===== src/hw/rtl/ray_sphere_intersect_distance_macros.svh =====
// Assertion helpers for the ray and sphere block.
`ifndef RAY_SPHERE_INTERSECT_DISTANCE_MACROS_SVH
`define RAY_SPHERE_INTERSECT_DISTANCE_MACROS_SVH

// Same-cycle implication.
`define RSID_ASSERT_NOW(lbl, ante, cons) \
  lbl: assert property (@(posedge clk) disable iff (rst) (ante) |-> (cons)) \
    else $error("rsid assertion failed");

// Next-cycle implication.
`define RSID_ASSERT_NEXT(lbl, ante, cons) \
  lbl: assert property (@(posedge clk) disable iff (rst) (ante) |=> (cons)) \
    else $error("rsid assertion failed");

`endif


===== src/hw/rtl/rsid_pkg.sv =====
`default_nettype none
package rsid_pkg;

  localparam int CFG_IDX_W = 2;
  localparam logic [CFG_IDX_W-1:0] REG_CENTER_X = 2'd0;
  localparam logic [CFG_IDX_W-1:0] REG_CENTER_Y = 2'd1;
  localparam logic [CFG_IDX_W-1:0] REG_CENTER_Z = 2'd2;
  localparam logic [CFG_IDX_W-1:0] REG_RADIUS   = 2'd3;

  localparam int DIR_BITS = 30;
  localparam int ROOT_W   = 32;
  localparam int RAD_W    = 2 * ROOT_W;
  localparam int QUOT_W   = DIR_BITS + 1;
  localparam int DEN_W    = 32;
  localparam int NUM_W    = QUOT_W + DEN_W;
  localparam int C_W      = 33;
  localparam int CC_W     = 67;
  localparam int TM_W     = 34;
  localparam int T_W      = TM_W + 1;

  typedef struct packed {
    logic [2:0][31:0]    m;
    logic [2:0][C_W-1:0] c;
    logic [2:0]          dsign;
    logic                cdneg;
    logic [CC_W-1:0]     cc;
    logic                zero;
  } rsid_sq1_t;

  typedef struct packed {
    logic [2:0][C_W-1:0] c;
    logic [2:0]          dsign;
    logic                cdneg;
    logic [CC_W-1:0]     cc;
    logic                zero;
  } rsid_div_t;

  typedef struct packed {
    logic signed [T_W-1:0] t;
    logic                  in_sph;
    logic                  miss;
  } rsid_sq2_t;

endpackage
`default_nettype wire


===== src/hw/rtl/rsid_isqrt.sv =====
`default_nettype none
module rsid_isqrt #(
  parameter int PW = 1
) (
  input  logic                           clk,
  input  logic                           rst,
  input  logic                           en,
  input  logic                           in_valid,
  input  logic [rsid_pkg::RAD_W-1:0]     radicand,
  input  logic [PW-1:0]                  in_pay,
  output logic                           out_valid,
  output logic [rsid_pkg::ROOT_W-1:0]    root,
  output logic [rsid_pkg::ROOT_W:0]      rem,
  output logic [PW-1:0]                  out_pay
);

  localparam int N  = rsid_pkg::ROOT_W;
  localparam int RW = rsid_pkg::RAD_W;

  logic [RW-1:0] x_a [N+1];
  logic [RW-1:0] r_a [N+1];
  logic [PW-1:0] p_a [N+1];
  logic          v_a [N+1];

  assign x_a[0] = radicand;
  assign r_a[0] = '0;
  assign p_a[0] = in_pay;
  assign v_a[0] = in_valid;

  for (genvar i = 0; i < N; i++) begin : g_step
    localparam logic [RW-1:0] BIT = RW'(1) << (RW - 2 - 2 * i);
    logic [RW-1:0] trial;
    logic          take;
    assign trial = r_a[i] + BIT;
    assign take  = x_a[i] >= trial;
    always_ff @(posedge clk) begin
      if (rst) begin
        v_a[i+1] <= 1'b0;
      end else if (en) begin
        v_a[i+1] <= v_a[i];
      end
      if (en) begin
        x_a[i+1] <= take ? x_a[i] - trial : x_a[i];
        r_a[i+1] <= take ? (r_a[i] >> 1) + BIT : r_a[i] >> 1;
        p_a[i+1] <= p_a[i];
      end
    end
  end

  assign out_valid = v_a[N];
  assign root      = r_a[N][N-1:0];
  assign rem       = x_a[N][N:0];
  assign out_pay   = p_a[N];

endmodule
`default_nettype wire


===== config.mk =====
export PLATFORM = sky130hd
export DESIGN_NAME = rsid_isqrt
export DESIGN_NICKNAME = d
export VERILOG_FILES = /design/src/hw/rtl/ray_sphere_intersect_distance_macros.svh /design/src/hw/rtl/rsid_pkg.sv /design/src/hw/rtl/rsid_isqrt.sv
export SDC_FILE = /design/constraint.sdc
export NUM_CORES = 2
export LEC_CHECK = 0
export ABC_AREA = 0
export BUFFER_PORTS_ARGS = -buffer_cell sky130_fd_sc_hd__buf_2
export CORE_MARGIN = 8
export CORE_UTILIZATION = 55
export DETAILED_ROUTE_END_ITERATION = 6
export PLACE_DENSITY = 0.71
export SKIP_CTS_REPAIR_TIMING = 1
export SLEW_MARGIN = 15
export SYNTH_ARGS = -nofsm -noshare
export SYNTH_HDL_FRONTEND = slang
export SYNTH_SLANG_ARGS = --single-unit

===== constraint.sdc =====
create_clock -name clk -period 10.91 [get_ports clk]
set_clock_uncertainty 0.2 [all_clocks]
set_input_delay 1.6365 -clock clk [delete_from_list [all_inputs] [get_ports clk]]
set_output_delay 1.6365 -clock clk [all_outputs]
set_load 0.01 [all_outputs]

==> results <==
- Measured along the y axis, the die boundary spans ~500 um.
- The number of remaining DRC errors is 1.
- STA classifies the critical path startpoint as a flop.
- In the final layout, the multi-input gates occupy 0.04376 mm2.
- In this run the static leakage power is slightly above 50 nW.
- Yosys mapped a number of flops with a built-in enable equal to between 2000 and 3000.
- Setup slack closes at 5.514 ns.
- The count of standard-cell rows is around 180.
- The design draws just under 30 mW.
- The number of antenna violations at the first check in global routing is 6.
- The number of clock sinks is 2609.
- The clock period could shrink to about 5.4 ns.
- The first global-routing pass estimated about 450 mm of wire.
- The checks that failed: DRC.
- The iteration-0 DRC count of the detailed router is between 7000 and 8000.
- The initial utilization of the core area, before any placement, comes to about 55%.
- During I/O placement, the number of pins put on the boundary was between 100 and 150.
- Once placement completed, the tool counted placed cells totaling approximately 13000.
- The overall track demand over capacity in global routing is a little under a quarter.
- OpenSTA, run right after detailed placement, puts the worst setup slack at between 5 and 6 ns.
- The standard cell core area is roughly 0.23 mm2.
- The highest-delay cell along the critical path is and2_1.
- The biggest cell delay along the critical path is ~0.90 ns.
- The core utilization of the finished layout is 61.03%.
- After the last flow step, the layout net total stands at between 10000 and 15000.
- In this run the tool buffered the top-level ports with approximately 140 buffer cells.
- The type of the setup path with the least slack is flop to flop.
- The maximum count of clock buffers along a single path is 4.
- For this run, the top clock speed supported by timing is ~190 MHz.
- The mean number of vias per cell is approximately 6.
- The global-route congestion overflow total is 0.
- TritonCTS built the clock tree.
- The register area is between 0.07 and 0.08 mm2.
- Leaving out fill and tap cells, the most frequent cells in the layout are edfxtp_1 (2577), nor2_1 (710), inv_1 (705).
- Among all flip-flop cells after synthesis, the most frequent one is edfxtp_1.
- The peak ir drop on the vdd network is roughly 150 uV.
- The synthesized area is between 0.1 and 0.15 mm2.
- The cell area reported after detailed placement is 0.1294 mm2.
- The final-layout fill cell count is around 17000.
- The count of final hold-check violations is 0.
- The clock latency on the worst-skew pair is 0.96 ns.
- Setup repair after global routing left no endpoint under its margin.
- The area growth from synthesis to layout is 10.46%.
- The critical path goes through ha_1 > nor2b_1 > o21ai_0 > a211oi_1 > o21ai_0 > or3b_2 > o21ai_0 > and2_1 > inv_1 > nor2_1 > a21oi_1.
- For the worst setup path, the data required time is approximately 11 ns.
- The worst hold-check slack is between 0.15 and 0.2 ns.
- In this run the tightest slew margin relative to its limit is roughly 15%.
- The number of nets in the synthesized netlist is around 11000.
- Clock-pin slew was measured on the worst setup and hold paths at 0.06 ns.
- At the pin with the least slew margin, the transition time is ~1.3 ns.
- Of all nets on the critical path, the largest fanout is 33.
- The endpoint kind of the worst setup timing path is a flop.
- The flow ran to the end, but the final reports show violations.
- The final count of pins violating max slew is 0.
- The worst path uses between 40% and 50% of the clock period.
- Max-cap violations in this run came to 0.
- The H-tree generated during clock tree synthesis spans 5 levels.
- The total number of yosys warnings is 0.
- Dividing the detail-routed wire length by the instance count gives roughly 22 um.
- Dividing total power by cell area gives a power density of around 220 mW/mm2.
- The total iterations of the first detailed-routing run is 7.
- Once layout is done, the placed cells without fillers occupy roughly 0.14 mm2.
- The count of nets left with antenna violations once routing finished came out at 0.
- The setup TNS is 0 ns.
- Once layout is complete, the cells apart from fillers number about 14000.
- The routability congestion estimate is approximately 0.94.
- The number of setup violations in the final report is 0.
- The via count of the first global-routing pass is 78150.
- The async set-reset flop share out of synthesis is 0%.
- The proportion of layout cells with a drive suffix above 1 is 7.415%.
- The fraction of the yosys area taken by sequential cells is 62.19%.
- Wires add up to between 200 and 300 mm.
- The most common library cell in the layout ignoring fill and taps is edfxtp_1.
- The average size of a mapped cell is 12.47 um2.
- The cell sitting at the root of the clock tree is a clkbuf_16.
- The cell that appears most often on the critical path is o21ai_0.
- The number of distinct standard cells referenced by the synthesized netlist is 94.
- The die is about 490 um wide.
- Detailed routing inserted a total of around 81000 vias.
- The type of the most critical hold path is flop to flop.
- TritonCTS created just under 300 clock buffers.
- The half-perimeter wire length of the detailed placement result is around 220 mm.
- The synthesis-stage register bit count is roughly 2600.
- For the worst setup path, the data arrival time is 5.81 ns.
- The maximum number of pins on one net before global-route repair is about 190.
- The cell count after synthesis came out at a little over 10000.
- The floorplan step defined a die boundary enclosing 0.2436 mm2.
synth_stat cells (all sizes together) (80+ instances only):
| master | number | area share (%) |
|---|---|---|
| clkbuf | 184 | 0.55 |
| nand2b | 103 | 0.51 |
| a21oi | 673 | 2.7 |
| nor2 | 711 | 2.1 |
| xnor2 | 500 | 3.5 |
| or3 | 94 | 0.48 |
| mux2 | 80 | 0.72 |
| edfxtp | 2577 | 62 |
| ha | 560 | 5.6 |
| o21a | 113 | 0.68 |
| nor4 | 352 | 1.8 |
| o21ai | 432 | 1.7 |
| xor2 | 413 | 2.9 |
| nor3 | 249 | 0.99 |
| nand3 | 195 | 0.78 |
| inv | 708 | 2.1 |
| or4 | 82 | 0.50 |
| nand4 | 183 | 0.91 |
| nand2 | 580 | 1.7 |
| a21o | 232 | 1.4 |
where the power goes:
part	leakage, nW	switching [mW]	internal (mW)
Clock	4.41	3.86	5.57
Sequential	25.1	1.08	12.7
Combinational	22.5	3.92	2.61
Total	52.0	8.87	20.9
state kept, by name, summed over array words and instances (netlist names):
register / cells
p_a: 31
root: 32
out_valid: 1
out_pay: 1
x_a: 1984
rem: 33
r_a: 496
v_a: 31
cells by family after synthesis:
family	Yosys count	synth area share, %
xor+xnor	913	6.374
flops	2609	62.19
compound gates	1926	9.528
mux	119	1.029
fa+ha+maj	560	5.585
buf+inv	961	3.001
simple gates	2973	12.29
final timing paths:
| path | startpoint | end | slack, ns | cells after the start |
|---|---|---|---|---|
| min | x_a[1509] | x_a[1445] | 0.19 | 0 |
| max | x_a[462] | x_a[398] | 5.51 | 11 |
| min reg2reg | x_a[1509] | x_a[1445] | 0.19 | 0 |
| max reg2reg | x_a[462] | x_a[398] | 5.51 | 11 |
final cells by class:
type	count	area share [%]
multi-input combinational	6491	31.58
antenna	3	0.005417
inverter	711	1.926
clock buffer	360	5.556
clock inverter	145	1.002
tap	3009	2.717
sequential	2609	56.30
timing repair buffer	190	0.9128
per-layer routing:
layer	vias up	part of all wire, %	GRT usage, %
met3	470	6.6	3.818
met1	40020	43	32.24
met2	2639	48	39.16
li1	38150	-	-
met4	4	2.4	6.076
met5	-	0.0091	0
critical path: cells and delay by family, from the launching register on:
kind | cells | cell delay, ns
and+or+nand+nor | 4 | 1.91
AOI/OAI and AO/OA | 5 | 1.40
buffers and inverters | 1 | 0.79
DFF | 1 | 0.41
adders and majority gates | 1 | 0.37
Power figures use the tool's default switching activity.
